--- src/hw/rtl/twtd_pkg.sv ---
// ----------------------------------------------------------------------------
// twtd_pkg: shared types and constants of the wrap-tracking deadline timer
// Holds field widths, register indexes, command codes and the request and
// response bundles of the serial divider and multiplier.
// ----------------------------------------------------------------------------
package twtd_pkg;

    localparam int unsigned DATA_W      = 64;
    localparam int unsigned FREQ_W      = 30;   // 1e9 / period fits in 30 bits
    localparam int unsigned PERIOD_W    = 27;
    localparam int unsigned CFG_INDEX_W = 4;
    localparam int unsigned CFG_DATA_W  = 32;
    localparam int unsigned STEP_W      = 7;    // holds a step count up to 64
    localparam int unsigned DIV_STEPS   = 64;
    localparam int unsigned DIV_CNT_W   = $clog2(DIV_STEPS);

    localparam logic [DATA_W-1:0]   FS_SCALE     = 64'd1000000000;
    localparam logic [PERIOD_W-1:0] PERIOD_RESET = 27'd69841279;
    localparam logic [DATA_W-1:0]   MAX_NARROW   = 64'h0000_0000_FFFF_FFFF;
    localparam logic [DATA_W-1:0]   MAX_WIDE     = 64'hFFFF_FFFF_FFFF_FFFF;

    localparam logic [CFG_INDEX_W-1:0] CFG_PERIOD_FS        = 4'd0;
    localparam logic [CFG_INDEX_W-1:0] CFG_COUNTER_IS_64BIT = 4'd1;

    localparam logic CMD_READ     = 1'b0;
    localparam logic CMD_DEADLINE = 1'b1;

    typedef struct packed {
        logic              start;
        logic [DATA_W-1:0] dividend;
        logic [DATA_W-1:0] divisor;
    } div_req_t;

    typedef struct packed {
        logic              done;
        logic [DATA_W-1:0] quotient;
        logic [DATA_W-1:0] remainder;
    } div_rsp_t;

    typedef struct packed {
        logic              start;
        logic [DATA_W-1:0] multiplicand;
        logic [DATA_W-1:0] multiplier;
        logic [STEP_W-1:0] steps;
    } mul_req_t;

    typedef struct packed {
        logic              done;
        logic [DATA_W-1:0] product;
    } mul_rsp_t;

endpackage

--- src/hw/rtl/twtd_if.sv ---
// ----------------------------------------------------------------------------
// twtd_if: channel interfaces of the wrap-tracking deadline timer
// Item, result and configuration channels, each with valid and ready.
// ----------------------------------------------------------------------------
interface twtd_item_if;
    logic        valid;
    logic        ready;
    logic        command;
    logic [63:0] counter_value;
    logic [63:0] counter_after_write;
    logic [63:0] deadline_us;
    logic        deadline_infinite;

    modport source (
        output valid, command, counter_value, counter_after_write,
               deadline_us, deadline_infinite,
        input  ready
    );
    modport sink (
        input  valid, command, counter_value, counter_after_write,
               deadline_us, deadline_infinite,
        output ready
    );
endinterface

interface twtd_result_if;
    logic        valid;
    logic        ready;
    logic [63:0] time_us;
    logic        comparator_write;
    logic [63:0] comparator_value;
    logic        deadline_armed;

    modport source (
        output valid, time_us, comparator_write, comparator_value, deadline_armed,
        input  ready
    );
    modport sink (
        input  valid, time_us, comparator_write, comparator_value, deadline_armed,
        output ready
    );
endinterface

interface twtd_cfg_if;
    logic        valid;
    logic        ready;
    logic [3:0]  index;
    logic [31:0] data;

    modport source (
        output valid, index, data,
        input  ready
    );
    modport sink (
        input  valid, index, data,
        output ready
    );
endinterface

--- src/hw/rtl/twtd_div.sv ---
// ----------------------------------------------------------------------------
// twtd_div: bit-serial restoring divider
// Retires one quotient bit per cycle; pulses done with quotient and
// remainder held until the next start.
// ----------------------------------------------------------------------------
module twtd_div
    import twtd_pkg::*;
(
    input  logic     clk,
    input  logic     rst_n,
    input  div_req_t req,
    output div_rsp_t rsp
);

    logic                 busy_reg, busy_next;
    logic                 done_reg, done_next;
    logic [DIV_CNT_W-1:0] cnt_reg, cnt_next;
    logic [DATA_W-1:0]    rem_reg, rem_next;
    logic [DATA_W-1:0]    quo_reg, quo_next;
    logic [DATA_W-1:0]    dsr_reg, dsr_next;
    logic [DATA_W:0]      trial;
    logic [DATA_W:0]      diff;

    always_comb
    begin
        trial     = {rem_reg, quo_reg[DATA_W-1]};
        diff      = trial - {1'b0, dsr_reg};
        busy_next = busy_reg;
        done_next = 1'b0;
        cnt_next  = cnt_reg;
        rem_next  = rem_reg;
        quo_next  = quo_reg;
        dsr_next  = dsr_reg;
        if (req.start)
        begin
            busy_next = 1'b1;
            cnt_next  = '0;
            rem_next  = '0;
            quo_next  = req.dividend;
            dsr_next  = req.divisor;
        end
        else if (busy_reg)
        begin
            // shift in the next dividend bit, subtract when it fits
            rem_next = diff[DATA_W] ? trial[DATA_W-1:0] : diff[DATA_W-1:0];
            quo_next = {quo_reg[DATA_W-2:0], ~diff[DATA_W]};
            cnt_next = cnt_reg + 1'b1;
            if (cnt_reg == DIV_CNT_W'(DIV_STEPS - 1))
            begin
                busy_next = 1'b0;
                done_next = 1'b1;
            end
        end
    end

    always_ff @(posedge clk or negedge rst_n)
    begin
        if (!rst_n)
        begin
            busy_reg <= 1'b0;
            done_reg <= 1'b0;
            cnt_reg  <= '0;
        end
        else
        begin
            busy_reg <= busy_next;
            done_reg <= done_next;
            cnt_reg  <= cnt_next;
        end
    end

    always_ff @(posedge clk)
    begin
        rem_reg <= rem_next;
        quo_reg <= quo_next;
        dsr_reg <= dsr_next;
    end

    assign rsp.done      = done_reg;
    assign rsp.quotient  = quo_reg;
    assign rsp.remainder = rem_reg;

endmodule

--- src/hw/rtl/twtd_mul.sv ---
// ----------------------------------------------------------------------------
// twtd_mul: bit-serial shift-add multiplier
// Consumes one multiplier bit per cycle; the product wraps modulo 2^64.
// ----------------------------------------------------------------------------
module twtd_mul
    import twtd_pkg::*;
(
    input  logic     clk,
    input  logic     rst_n,
    input  mul_req_t req,
    output mul_rsp_t rsp
);

    logic              busy_reg, busy_next;
    logic              done_reg, done_next;
    logic [STEP_W-1:0] cnt_reg, cnt_next;
    logic [DATA_W-1:0] mc_reg, mc_next;
    logic [DATA_W-1:0] mr_reg, mr_next;
    logic [DATA_W-1:0] acc_reg, acc_next;

    always_comb
    begin
        busy_next = busy_reg;
        done_next = 1'b0;
        cnt_next  = cnt_reg;
        mc_next   = mc_reg;
        mr_next   = mr_reg;
        acc_next  = acc_reg;
        if (req.start)
        begin
            busy_next = 1'b1;
            cnt_next  = req.steps;
            mc_next   = req.multiplicand;
            mr_next   = req.multiplier;
            acc_next  = '0;
        end
        else if (busy_reg)
        begin
            if (mr_reg[0])
            begin
                acc_next = acc_reg + mc_reg;
            end
            mc_next  = {mc_reg[DATA_W-2:0], 1'b0};
            mr_next  = {1'b0, mr_reg[DATA_W-1:1]};
            cnt_next = cnt_reg - 1'b1;
            if (cnt_reg == STEP_W'(1))
            begin
                busy_next = 1'b0;
                done_next = 1'b1;
            end
        end
    end

    always_ff @(posedge clk or negedge rst_n)
    begin
        if (!rst_n)
        begin
            busy_reg <= 1'b0;
            done_reg <= 1'b0;
            cnt_reg  <= '0;
        end
        else
        begin
            busy_reg <= busy_next;
            done_reg <= done_next;
            cnt_reg  <= cnt_next;
        end
    end

    always_ff @(posedge clk)
    begin
        mc_reg  <= mc_next;
        mr_reg  <= mr_next;
        acc_reg <= acc_next;
    end

    assign rsp.done    = done_reg;
    assign rsp.product = acc_reg;

endmodule

--- src/hw/rtl/timer_wrap_tracking_deadline_top.sv ---
// ----------------------------------------------------------------------------
// timer_wrap_tracking_deadline_top: wrap-tracking deadline timer
// Turns counter samples into microseconds and programs comparator deadlines.
// ----------------------------------------------------------------------------
// Usage:
//   cfg    - register writes (index 0 tick period in fs, index 1
//            counter_is_64bit); always ready, write only while idle.
//   item   - one beat per time read or deadline command; taken only while
//            the sequencer is idle, so one item is in flight at a time.
//   result - exactly one beat per item, held in an output register.
// Arithmetic: divisions and multiplications run on a shared bit-serial
//   divider and a shared shift-add multiplier, one bit per cycle. A time
//   read divides the last sample by the frequency and adds the wrap count
//   times the wrap time; a deadline still ahead adds the tick multiply,
//   after the modulo division when it needs one, or saturates. An infinite
//   deadline goes straight to the result. The first item after reset or a
//   config write also derives the frequency and the wrap time (two more
//   divisions). The next item can be taken the cycle after a result loads.
// Reset: tick period 69841279 fs, 64-bit counter, last sample and wrap
//   count 0; the derived frequency is marked stale.
// Stall: a stalled receiver holds the result register; the following item
//   then waits in the final state, and the input stays blocked meanwhile.
// ----------------------------------------------------------------------------
module timer_wrap_tracking_deadline_top
    import twtd_pkg::*;
#(
    parameter int unsigned WRAP_COUNT_WIDTH = 32
)
(
    input  logic          clk,
    input  logic          rst_n,
    twtd_cfg_if.sink      cfg,
    twtd_item_if.sink     item,
    twtd_result_if.source result
);

    typedef enum logic [8:0] {
        ST_IDLE = 9'b000000001,
        ST_FDIV = 9'b000000010,
        ST_WDIV = 9'b000000100,
        ST_TDIV = 9'b000001000,
        ST_TMUL = 9'b000010000,
        ST_CHK  = 9'b000100000,
        ST_MDIV = 9'b001000000,
        ST_KMUL = 9'b010000000,
        ST_DONE = 9'b100000000
    } state_t;

    state_t state_reg, state_next;
    logic   launch_reg, launch_next;

    // configuration and derived constants
    logic [PERIOD_W-1:0] period_reg, period_next;
    logic                is64_reg, is64_next;
    logic                const_valid_reg, const_valid_next;
    logic [FREQ_W-1:0]   freq_reg, freq_next;
    logic [DATA_W-1:0]   wrap_us_reg, wrap_us_next;

    // architectural state
    logic [DATA_W-1:0]           last_reg, last_next;
    logic [WRAP_COUNT_WIDTH-1:0] wrap_count_reg, wrap_count_next;

    // item working registers
    logic              cmd_reg, cmd_next;
    logic [DATA_W-1:0] after_reg, after_next;
    logic [DATA_W-1:0] dl_reg, dl_next;
    logic [DATA_W-1:0] tq_reg, tq_next;
    logic [DATA_W-1:0] now_reg, now_next;
    logic [DATA_W-1:0] ticks_reg, ticks_next;
    logic              wr_reg, wr_next;
    logic              armed_reg, armed_next;

    // output register
    logic              res_valid_reg, res_valid_next;
    logic [DATA_W-1:0] res_time_reg, res_time_next;
    logic              res_write_reg, res_write_next;
    logic [DATA_W-1:0] res_value_reg, res_value_next;
    logic              res_armed_reg, res_armed_next;

    logic [DATA_W-1:0]   cnt_max;
    logic [PERIOD_W-1:0] period_eff;
    logic [DATA_W-1:0]   sample;
    logic                item_take;

    div_req_t div_req;
    div_rsp_t div_rsp;
    mul_req_t mul_req;
    mul_rsp_t mul_rsp;

    twtd_div u_div (
        .clk   (clk),
        .rst_n (rst_n),
        .req   (div_req),
        .rsp   (div_rsp)
    );

    twtd_mul u_mul (
        .clk   (clk),
        .rst_n (rst_n),
        .req   (mul_req),
        .rsp   (mul_rsp)
    );

    assign cnt_max    = is64_reg ? MAX_WIDE : MAX_NARROW;
    // a zero period counts as one femtosecond
    assign period_eff = (period_reg == '0) ? PERIOD_W'(1) : period_reg;
    assign sample     = item.counter_value & cnt_max;
    assign item.ready = (state_reg == ST_IDLE);
    assign item_take  = item.valid && item.ready;
    assign cfg.ready  = 1'b1;

    // route the shared divider and multiplier by state
    always_comb
    begin
        div_req.start    = 1'b0;
        div_req.dividend = last_reg;
        div_req.divisor  = DATA_W'(freq_reg);
        mul_req.start        = 1'b0;
        mul_req.multiplicand = wrap_us_reg;
        mul_req.multiplier   = DATA_W'(wrap_count_reg);
        mul_req.steps        = STEP_W'(WRAP_COUNT_WIDTH);
        unique case (state_reg)
            ST_FDIV:
            begin
                div_req.start    = launch_reg;
                div_req.dividend = FS_SCALE;
                div_req.divisor  = DATA_W'(period_eff);
            end
            ST_WDIV:
            begin
                div_req.start    = launch_reg;
                div_req.dividend = cnt_max;
            end
            ST_TDIV:
            begin
                div_req.start = launch_reg;
            end
            ST_MDIV:
            begin
                div_req.start    = launch_reg;
                div_req.dividend = dl_reg;
                div_req.divisor  = wrap_us_reg;
            end
            ST_TMUL:
            begin
                mul_req.start = launch_reg;
            end
            ST_KMUL:
            begin
                mul_req.start        = launch_reg;
                mul_req.multiplicand = DATA_W'(freq_reg);
                mul_req.multiplier   = dl_reg;
                mul_req.steps        = STEP_W'(DATA_W);
            end
            default:
            begin
                div_req.start = 1'b0;
            end
        endcase
    end

    // sequencer
    always_comb
    begin
        state_next       = state_reg;
        period_next      = period_reg;
        is64_next        = is64_reg;
        const_valid_next = const_valid_reg;
        freq_next        = freq_reg;
        wrap_us_next     = wrap_us_reg;
        last_next        = last_reg;
        wrap_count_next  = wrap_count_reg;
        cmd_next         = cmd_reg;
        after_next       = after_reg;
        dl_next          = dl_reg;
        tq_next          = tq_reg;
        now_next         = now_reg;
        ticks_next       = ticks_reg;
        wr_next          = wr_reg;
        armed_next       = armed_reg;
        res_valid_next   = res_valid_reg && !result.ready;
        res_time_next    = res_time_reg;
        res_write_next   = res_write_reg;
        res_value_next   = res_value_reg;
        res_armed_next   = res_armed_reg;

        // register writes; any write makes the derived constants stale
        if (cfg.valid && cfg.ready)
        begin
            const_valid_next = 1'b0;
            if (cfg.index == CFG_PERIOD_FS)
            begin
                period_next = cfg.data[PERIOD_W-1:0];
            end
            else if (cfg.index == CFG_COUNTER_IS_64BIT)
            begin
                is64_next = cfg.data[0];
            end
        end

        unique case (state_reg)
            ST_IDLE:
            begin
                if (item_take)
                begin
                    cmd_next   = item.command;
                    after_next = item.counter_after_write & cnt_max;
                    dl_next    = item.deadline_us;
                    now_next   = '0;
                    ticks_next = '0;
                    wr_next    = 1'b0;
                    armed_next = 1'b0;
                    if ((item.command == CMD_DEADLINE) && item.deadline_infinite)
                    begin
                        // nothing to program; leave the state alone
                        armed_next = 1'b1;
                        state_next = ST_DONE;
                    end
                    else
                    begin
                        // advance: a sample below the last one is a wrap
                        if (sample < last_reg)
                        begin
                            wrap_count_next = wrap_count_reg + 1'b1;
                        end
                        last_next  = sample;
                        state_next = const_valid_reg ? ST_TDIV : ST_FDIV;
                    end
                end
            end
            ST_FDIV:
            begin
                if (div_rsp.done)
                begin
                    freq_next  = div_rsp.quotient[FREQ_W-1:0];
                    state_next = ST_WDIV;
                end
            end
            ST_WDIV:
            begin
                if (div_rsp.done)
                begin
                    wrap_us_next     = div_rsp.quotient;
                    const_valid_next = 1'b1;
                    state_next       = ST_TDIV;
                end
            end
            ST_TDIV:
            begin
                if (div_rsp.done)
                begin
                    tq_next    = div_rsp.quotient;
                    state_next = ST_TMUL;
                end
            end
            ST_TMUL:
            begin
                if (mul_rsp.done)
                begin
                    now_next   = tq_reg + mul_rsp.product;
                    state_next = ST_CHK;
                end
            end
            ST_CHK:
            begin
                priority if (cmd_reg == CMD_READ)
                begin
                    state_next = ST_DONE;
                end
                else if (dl_reg <= now_reg)
                begin
                    // deadline already passed
                    state_next = ST_DONE;
                end
                else if ((wrap_us_reg != '0) && (dl_reg >= wrap_us_reg))
                begin
                    state_next = ST_MDIV;
                end
                else if (dl_reg > wrap_us_reg)
                begin
                    // tick count beyond the counter range: saturate
                    ticks_next = cnt_max;
                    wr_next    = 1'b1;
                    armed_next = after_reg < cnt_max;
                    state_next = ST_DONE;
                end
                else
                begin
                    state_next = ST_KMUL;
                end
            end
            ST_MDIV:
            begin
                if (div_rsp.done)
                begin
                    dl_next    = div_rsp.remainder;
                    state_next = ST_KMUL;
                end
            end
            ST_KMUL:
            begin
                if (mul_rsp.done)
                begin
                    ticks_next = mul_rsp.product;
                    wr_next    = 1'b1;
                    armed_next = after_reg < mul_rsp.product;
                    state_next = ST_DONE;
                end
            end
            ST_DONE:
            begin
                // hold until the output register is free
                if (!res_valid_reg || result.ready)
                begin
                    res_valid_next = 1'b1;
                    res_time_next  = now_reg;
                    res_write_next = wr_reg;
                    res_value_next = ticks_reg;
                    res_armed_next = armed_reg;
                    state_next     = ST_IDLE;
                end
            end
            default:
            begin
                state_next = ST_IDLE;
            end
        endcase
    end

    // pulse a start on every state change; only work states use it
    assign launch_next = (state_next != state_reg);

    always_ff @(posedge clk or negedge rst_n)
    begin
        if (!rst_n)
        begin
            state_reg       <= ST_IDLE;
            launch_reg      <= 1'b0;
            period_reg      <= PERIOD_RESET;
            is64_reg        <= 1'b1;
            const_valid_reg <= 1'b0;
            last_reg        <= '0;
            wrap_count_reg  <= '0;
            res_valid_reg   <= 1'b0;
        end
        else
        begin
            state_reg       <= state_next;
            launch_reg      <= launch_next;
            period_reg      <= period_next;
            is64_reg        <= is64_next;
            const_valid_reg <= const_valid_next;
            last_reg        <= last_next;
            wrap_count_reg  <= wrap_count_next;
            res_valid_reg   <= res_valid_next;
        end
    end

    always_ff @(posedge clk)
    begin
        freq_reg      <= freq_next;
        wrap_us_reg   <= wrap_us_next;
        cmd_reg       <= cmd_next;
        after_reg     <= after_next;
        dl_reg        <= dl_next;
        tq_reg        <= tq_next;
        now_reg       <= now_next;
        ticks_reg     <= ticks_next;
        wr_reg        <= wr_next;
        armed_reg     <= armed_next;
        res_time_reg  <= res_time_next;
        res_write_reg <= res_write_next;
        res_value_reg <= res_value_next;
        res_armed_reg <= res_armed_next;
    end

    assign result.valid            = res_valid_reg;
    assign result.time_us          = res_time_reg;
    assign result.comparator_write = res_write_reg;
    assign result.comparator_value = res_value_reg;
    assign result.deadline_armed   = res_armed_reg;

    // time conversion must never run on a stale frequency
    a_const_fresh: assert property (@(posedge clk) disable iff (!rst_n)
        (state_reg == ST_TDIV) |-> const_valid_reg)
        else $error("time division started with stale frequency");

    // divider finishes only while a division state waits for it
    a_div_owner: assert property (@(posedge clk) disable iff (!rst_n)
        div_rsp.done |-> (state_reg == ST_FDIV || state_reg == ST_WDIV ||
                          state_reg == ST_TDIV || state_reg == ST_MDIV))
        else $error("divider result arrived outside a division state");

    // multiplier finishes only while a multiply state waits for it
    a_mul_owner: assert property (@(posedge clk) disable iff (!rst_n)
        mul_rsp.done |-> (state_reg == ST_TMUL || state_reg == ST_KMUL))
        else $error("multiplier result arrived outside a multiply state");

endmodule
--- src/flat_wrapper.sv ---
// flat-port wrapper written by rule: the top's interface ports become plain ports
module timer_wrap_tracking_deadline_top_flat import twtd_pkg::*;
#(
    parameter int unsigned WRAP_COUNT_WIDTH = 32
)
  (clk, rst_n, cfg_valid, cfg_index, cfg_data, cfg_ready, item_valid, item_command, item_counter_value, item_counter_after_write, item_deadline_us, item_deadline_infinite, item_ready, result_valid, result_time_us, result_comparator_write, result_comparator_value, result_deadline_armed, result_ready);
  twtd_cfg_if cfg_i ();
  twtd_item_if item_i ();
  twtd_result_if result_i ();
  input  logic clk;
  input  logic rst_n;
  input wire logic [$bits(cfg_i.valid)-1:0] cfg_valid;
  input wire logic [$bits(cfg_i.index)-1:0] cfg_index;
  input wire logic [$bits(cfg_i.data)-1:0] cfg_data;
  output wire logic [$bits(cfg_i.ready)-1:0] cfg_ready;
  input wire logic [$bits(item_i.valid)-1:0] item_valid;
  input wire logic [$bits(item_i.command)-1:0] item_command;
  input wire logic [$bits(item_i.counter_value)-1:0] item_counter_value;
  input wire logic [$bits(item_i.counter_after_write)-1:0] item_counter_after_write;
  input wire logic [$bits(item_i.deadline_us)-1:0] item_deadline_us;
  input wire logic [$bits(item_i.deadline_infinite)-1:0] item_deadline_infinite;
  output wire logic [$bits(item_i.ready)-1:0] item_ready;
  output wire logic [$bits(result_i.valid)-1:0] result_valid;
  output wire logic [$bits(result_i.time_us)-1:0] result_time_us;
  output wire logic [$bits(result_i.comparator_write)-1:0] result_comparator_write;
  output wire logic [$bits(result_i.comparator_value)-1:0] result_comparator_value;
  output wire logic [$bits(result_i.deadline_armed)-1:0] result_deadline_armed;
  input wire logic [$bits(result_i.ready)-1:0] result_ready;
  assign cfg_i.valid = cfg_valid;
  assign cfg_i.index = cfg_index;
  assign cfg_i.data = cfg_data;
  assign cfg_ready = cfg_i.ready;
  assign item_i.valid = item_valid;
  assign item_i.command = item_command;
  assign item_i.counter_value = item_counter_value;
  assign item_i.counter_after_write = item_counter_after_write;
  assign item_i.deadline_us = item_deadline_us;
  assign item_i.deadline_infinite = item_deadline_infinite;
  assign item_ready = item_i.ready;
  assign result_valid = result_i.valid;
  assign result_time_us = result_i.time_us;
  assign result_comparator_write = result_i.comparator_write;
  assign result_comparator_value = result_i.comparator_value;
  assign result_deadline_armed = result_i.deadline_armed;
  assign result_i.ready = result_ready;
  timer_wrap_tracking_deadline_top #(.WRAP_COUNT_WIDTH(WRAP_COUNT_WIDTH)) u_core (.clk(clk), .rst_n(rst_n), .cfg(cfg_i), .item(item_i), .result(result_i));
endmodule
--- config.mk ---
export PLATFORM = sky130hd
export DESIGN_NAME = timer_wrap_tracking_deadline_top_flat
export DESIGN_NICKNAME = d
export VERILOG_FILES = /design/src/hw/rtl/twtd_pkg.sv /design/src/hw/rtl/twtd_if.sv /design/src/hw/rtl/twtd_div.sv /design/src/hw/rtl/twtd_mul.sv /design/src/hw/rtl/timer_wrap_tracking_deadline_top.sv /design/src/flat_wrapper.sv
export SDC_FILE = /design/constraint.sdc
export NUM_CORES = 2
export LEC_CHECK = 0
export BUFFER_PORTS_ARGS = -buffer_cell sky130_fd_sc_hd__buf_2
export CAP_MARGIN = 20
export CORE_UTILIZATION = 35
export DETAILED_ROUTE_END_ITERATION = 12
export GPL_ROUTABILITY_DRIVEN = 0
export PLACE_DENSITY = 0.5
export SYNTH_ARGS = -nofsm -noshare
export SYNTH_HDL_FRONTEND = slang
export SYNTH_SLANG_ARGS = --single-unit
export TNS_END_PERCENT = 50
--- constraint.sdc ---
create_clock -name clk -period 10.65 [get_ports clk]
set_input_delay 2.13 -clock clk [delete_from_list [all_inputs] [get_ports clk]]
set_output_delay 2.13 -clock clk [all_outputs]
set_load 0.01 [all_outputs]
# == Word-level counts from Yosys, hierarchy flattened ==
# Cells that the tools add are included.
# word_totals
regBits,1084
input_bits,235
out_inout_bits,133
word_cells,179
# classes
reduce_logical,30
muxes,77
n_lt_le_gt_ge,6
n_addsub,6
bitwise,5
n_eq_ne,21
# op_table
operator,count
64-bit 2-to-1 mux,17
64-bit one-hot mux with 2 select lines,3
64-bit one-hot mux with 3 select lines,2
64-bit < comparator,3
135-bit 2-to-1 mux,1
64-bit adder,2
64-bit bitwise AND,2
9-bit 2-to-1 mux,13
9-bit one-hot mux with 9 select lines,1
65-bit by 64-bit subtractor with 65-bit output,1
64-bit >= comparator,1
64-bit greater-than comparator,1
64-bit less-or-equal comparator,1
64-bit nonzero test,1
32-bit by 1-bit adder with 32-bit output (second input constant),1
1-bit 2-to-1 mux,32
27-bit logical NOT,1
27-bit 2-to-1 mux,1
7-bit 2-to-1 mux,2
2-bit AND reduction,7
6-bit 2-to-1 mux,2
2-bit inequality test (second input constant),6
3-bit AND reduction,4
9-bit by 1-bit == test with 1-bit output (second input constant),1
28 further kinds,39

# == Logic depth before layout (Yosys ltp) ==
# logic_depth
word_depth,7
ltp_mapped,16

# == Modules after synthesis ==
# A second synthesis with hierarchy kept.
# unflattened
hier_cells,5935
hier_area_um2,60951.0
# modules_own_cells
mod,area_per_inst_um2,n_inst,cells_each
timer_wrap_tracking_deadline_top,37582.3,1,3611
twtd_mul,11707.5,1,1138
twtd_div,11661.2,1,1186

# == Worst setup path after synthesis ==
# OpenSTA, ideal clock, no wires.
# synth_path
path_type,input to register
start,input port result_ready
end,register u_core.launch_reg
stages,6
path_slack_ps,1776
arrival_ps,8750
n_path_buf,0
cell_sequence,nor2_1 nor2_1 a31oi_1 a32oi_1 o211ai_1 a211o_1
# synth_between
elab_chain_cells,4
# synth_lines
element,line_no,rtl
from (decl),flat_wrapper.sv:28,input wire logic [$bits(result_i.ready)-1:0] result_ready;
1-bit logical OR,timer_wrap_tracking_deadline_top.sv:313,if (!res_valid_reg || result.ready)
9-bit 2-to-1 mux,timer_wrap_tracking_deadline_top.sv:313,
9-bit one-hot mux with 9 select lines,timer_wrap_tracking_deadline_top.sv:201,unique case (state_reg)
9-bit inequality test,timer_wrap_tracking_deadline_top.sv:331,assign launch_next = (state_next != state_reg);
via u_core.launch_next,timer_wrap_tracking_deadline_top.sv:50,"logic launch_reg, launch_next;"
to (signal assigned),timer_wrap_tracking_deadline_top.sv:349,launch_reg <= launch_next;
to (decl),timer_wrap_tracking_deadline_top.sv:50,
# The timed path passes the listed nets, and every way through them passes these cells.
# A chain may end at the register's enable or synchronous reset.

# == Worst setup path in the final report ==
# layout_path
start,register u_core.u_div.quo_reg[63]
end,register u_core.u_div.rem_reg[1]
# layout_between
elab_chain_cells,2
# layout_lines
element,line_no,rtl
from (decl),twtd_div.sv:19,"logic [DATA_W-1:0] quo_reg, quo_next;"
from (signal assigned),twtd_div.sv:75,quo_reg <= quo_next;
65-bit by 64-bit subtractor with 65-bit output,twtd_div.sv:27,"diff = trial - {1'b0, dsr_reg};"
64-bit 2-to-1 mux,twtd_div.sv:45,rem_next = diff[DATA_W] ? trial[DATA_W-1:0] : diff[DATA_W-1:0];
to (signal assigned),twtd_div.sv:74,rem_reg <= rem_next;
to (decl),twtd_div.sv:18,"logic [DATA_W-1:0] rem_reg, rem_next;"
# Every way passes these cells.

==> run_results.csv <==
group,metric,value,unit
outcome,status,"finished clean",
power,ir_worst_vdd,0.189,mV
clock_network,worstSkewPairLatency,0.77,ns
timing,finalCritPeriodShare,53.7,%
floorplanning,coreArea,169000,um2
logic_synthesis,synth_cells,5680,
logic_synthesis,synth_edf_count,803,
timing,slew_violations,0,
placed_design,io_buffers,361,
logic_synthesis,syn-num-nets,6398,
routing,antenna_left,0,
timing,setup_violations,0,
run,cap_viol_max_count,0,
layout,fillers,16600,
logic_synthesis,synth_top_area_share,40.4,%
floorplanning,dieHeight,415,um
routing,first_iter_violations,3390,
timing,slew-limit-headroom,23.9,%
min_path,worstHoldPathCells,0,
min_path,worstHoldPathType,"reg2reg",
routing,first_pass_iters,5,
power,power_density,235,nW/um2
layout,drive_gt1_share,12.9,%
routing,num_vias,44900,
layout,instances_no_fill,8286,
logic_synthesis,avgSynthCellArea,10.5,um2
setup_path,critPathArrivalTime,6.41,ns
routing,vias_per_cell,5.42,
setup_path,critPathCaptureType,"register",
timing,rsz0062_at_grt,"no",
clock_network,clock-root-buffer,"clkbuf_16",
routing,routedWlPerCell,23.4,um
clock_network,postCtsSetupBuffers,0,
timing,finalSetupTns,0,ns
logic_synthesis,synth.ff_latch_count,1084,
grt,grt_max_degree,86,
logic_synthesis,yosysUniqueCellTypes,87,
clock_network,holdBufCountCts,0,
placed_design,dpl_cell_area,63700,um2
logic_synthesis,synth_area_leaders,"edfxtp_1 (40%), ha_1 (10%), dfrtp_1 (5.7%)",
floorplanning,io_pins,368,
clock_network,post_cts_resized,0,
timing,period_needed,5.72,ns
logic_synthesis,yosys_warnings,0,
grt,grt_pass1_wl,284000,um
grt,gr-total-overflow,0,
logic_synthesis,yosysSeqAreaShare,51.1,%
timing,skew,0.0285,ns
logic_synthesis,netlist_area,59700,um2
layout,design_area,68100,um2
routing,finalWirelength,194000,um
timing,fmax,0.175,GHz
floorplanning,rows,151,
setup_path,crit_required,11.34,ns
layout,area_delta_synth_final,14.0,%
logic_synthesis,async_flop_share,14.1,%
layout,utilization,40.2,%
logic_synthesis,synth_common_cells,"edfxtp_1 (803), nand2_1 (703), ha_1 (480), inv_1 (388), a21oi_1 (375)",
clock_network,path_clk_slew,0.06,ns
setup_path,start_kind,"register",
placed_design,placed_cells,8041,
clock_network,cts_max_path_buffers,3,
layout,final_nets,6675,
placed_design,hpwl,148000,um
timing,setup_slack,4.93,ns
timing,worst_pin_slew,1.14,ns
timing,hold_violations,0,
logic_synthesis,synth_top_cell_by_area,"edfxtp_1",
floorplanning,dieArea,172000,um2
logic_synthesis,synth-main-ff-cell,"edfxtp_1",
setup_path,worst-setup-path-type,"reg2reg",
power,power.leakage,28.3,nW
clock_network,htreeDepth,4,
logic_synthesis,synth_most_common_cell,"edfxtp_1",
clock_network,cts-buffers-inserted,130,
routing,post-route-drc-count,0,
grt,track_usage,22.0,%
grt,antenna_found_initial,13,
grt,grt_pass1_vias,43600,
clock_network,cts_tree,"done",
setup_path,cp_max_fo,41,
floorplanning,die_x,415,um
clock_network,clock-sinks,1084,
placed_design,post-place-ws,4.85,ns
setup_path,rr_worst_depth,16,
floorplanning,initial_core_util,35.2,%
==> layout make-up <==
type                       count  area [um2]  area share, %
sequential                  1084       30500           44.8
multi-input combinational   3945       26800           39.3
clock buffer                 164        3530           5.18
tap                         2218        2780           4.08
timing repair buffer         407        2190           3.21
inverter                     389        1460           2.15
clock inverter                74         833           1.22
antenna                        5        12.5         0.0184
==> stage by stage <==
stage | power [mW] | hold slack (ns)
after floorplan | 9.85 | 0.400
after global placement | 11.4 | 0.405
after detailed placement | 11.5 | 0.405
after CTS | 16.1 | 0.417
after global routing | 16.8 | 0.420
final | 16.0 | 0.415
==> cell families after synthesis <==
group	after synthesis	synth area share, %
AO/OA/AOI/OAI	1461	15.8
flip-flops	1084	51.1
other	1	0.00628
AND/OR/NAND/NOR	1641	12.8
XOR/XNOR	196	2.89
buffers and inverters	651	4.28
multiplexers	163	2.93
adder cells (fa/ha/maj)	483	10.2
==> placed cells by master, fill, tap and decap left out, drive strengths merged, types with 85 or more instances in the layout <==
cell	instances
edfxtp	803
clkbuf	164
dfxtp	128
buf	407
nand2	703
xor2	112
inv	400
a21o	198
mux2	96
nor2	301
and2	85
a21oi	376
o21ai	352
dfrtp	136
nand4	124
ha	480
a22oi	90
==> power by group <==
part           internal [mW]  total [mW]  switching, mW
Clock                   2.71        4.57           1.86
Combinational           1.92        4.59           2.68
Sequential              5.76        6.81           1.05
==> critical path: stages, from the launching register on <==
cell,delay [ns]
edfxtp_1,0.49
inv_1,0.24
ha_1,0.28
fa_1,0.41
nor2b_1,0.17
o31ai_1,0.12
a21oi_1,0.52
a21oi_2,0.21
a21oi_1,0.55
o211ai_2,0.18
a21oi_1,0.21
o22ai_2,0.15
xor2_4,0.40
buf_4,0.41
buf_4,0.64
mux2_2,0.40
o21ai_0,0.13
==> final timing paths <==
| path | slack [ns] | endpoint | startpoint |
|---|---|---|---|
| setup / recovery | 4.93 | u_core.u_div.rem_reg[1] | u_core.u_div.quo_reg[63] |
| hold reg to reg | 0.42 | u_core.result.comparator_value[5] | u_core.ticks_reg[5] |
| setup reg to reg | 4.93 | u_core.u_div.rem_reg[1] | u_core.u_div.quo_reg[63] |
| hold / removal | 0.42 | u_core.result.comparator_value[5] | u_core.ticks_reg[5] |
| min in group asynchronous | 1.35 | u_core.period_reg[20] | rst_n |
| max in group asynchronous | 7.36 | u_core.u_div.busy_reg | rst_n |
==> per-layer routing <==
layer | global-route usage, % | vias to the layer above | wire length (um)
met2 | 33.7 | 1386 | 84800
met5 | 0 | - | 13
li1 | - | 21400 | -
met4 | 7.22 | 2 | 6150
met1 | 32.2 | 21900 | 91900
met3 | 2.52 | 243 | 10700
No activity file was read; power rests on OpenSTA's default activity.
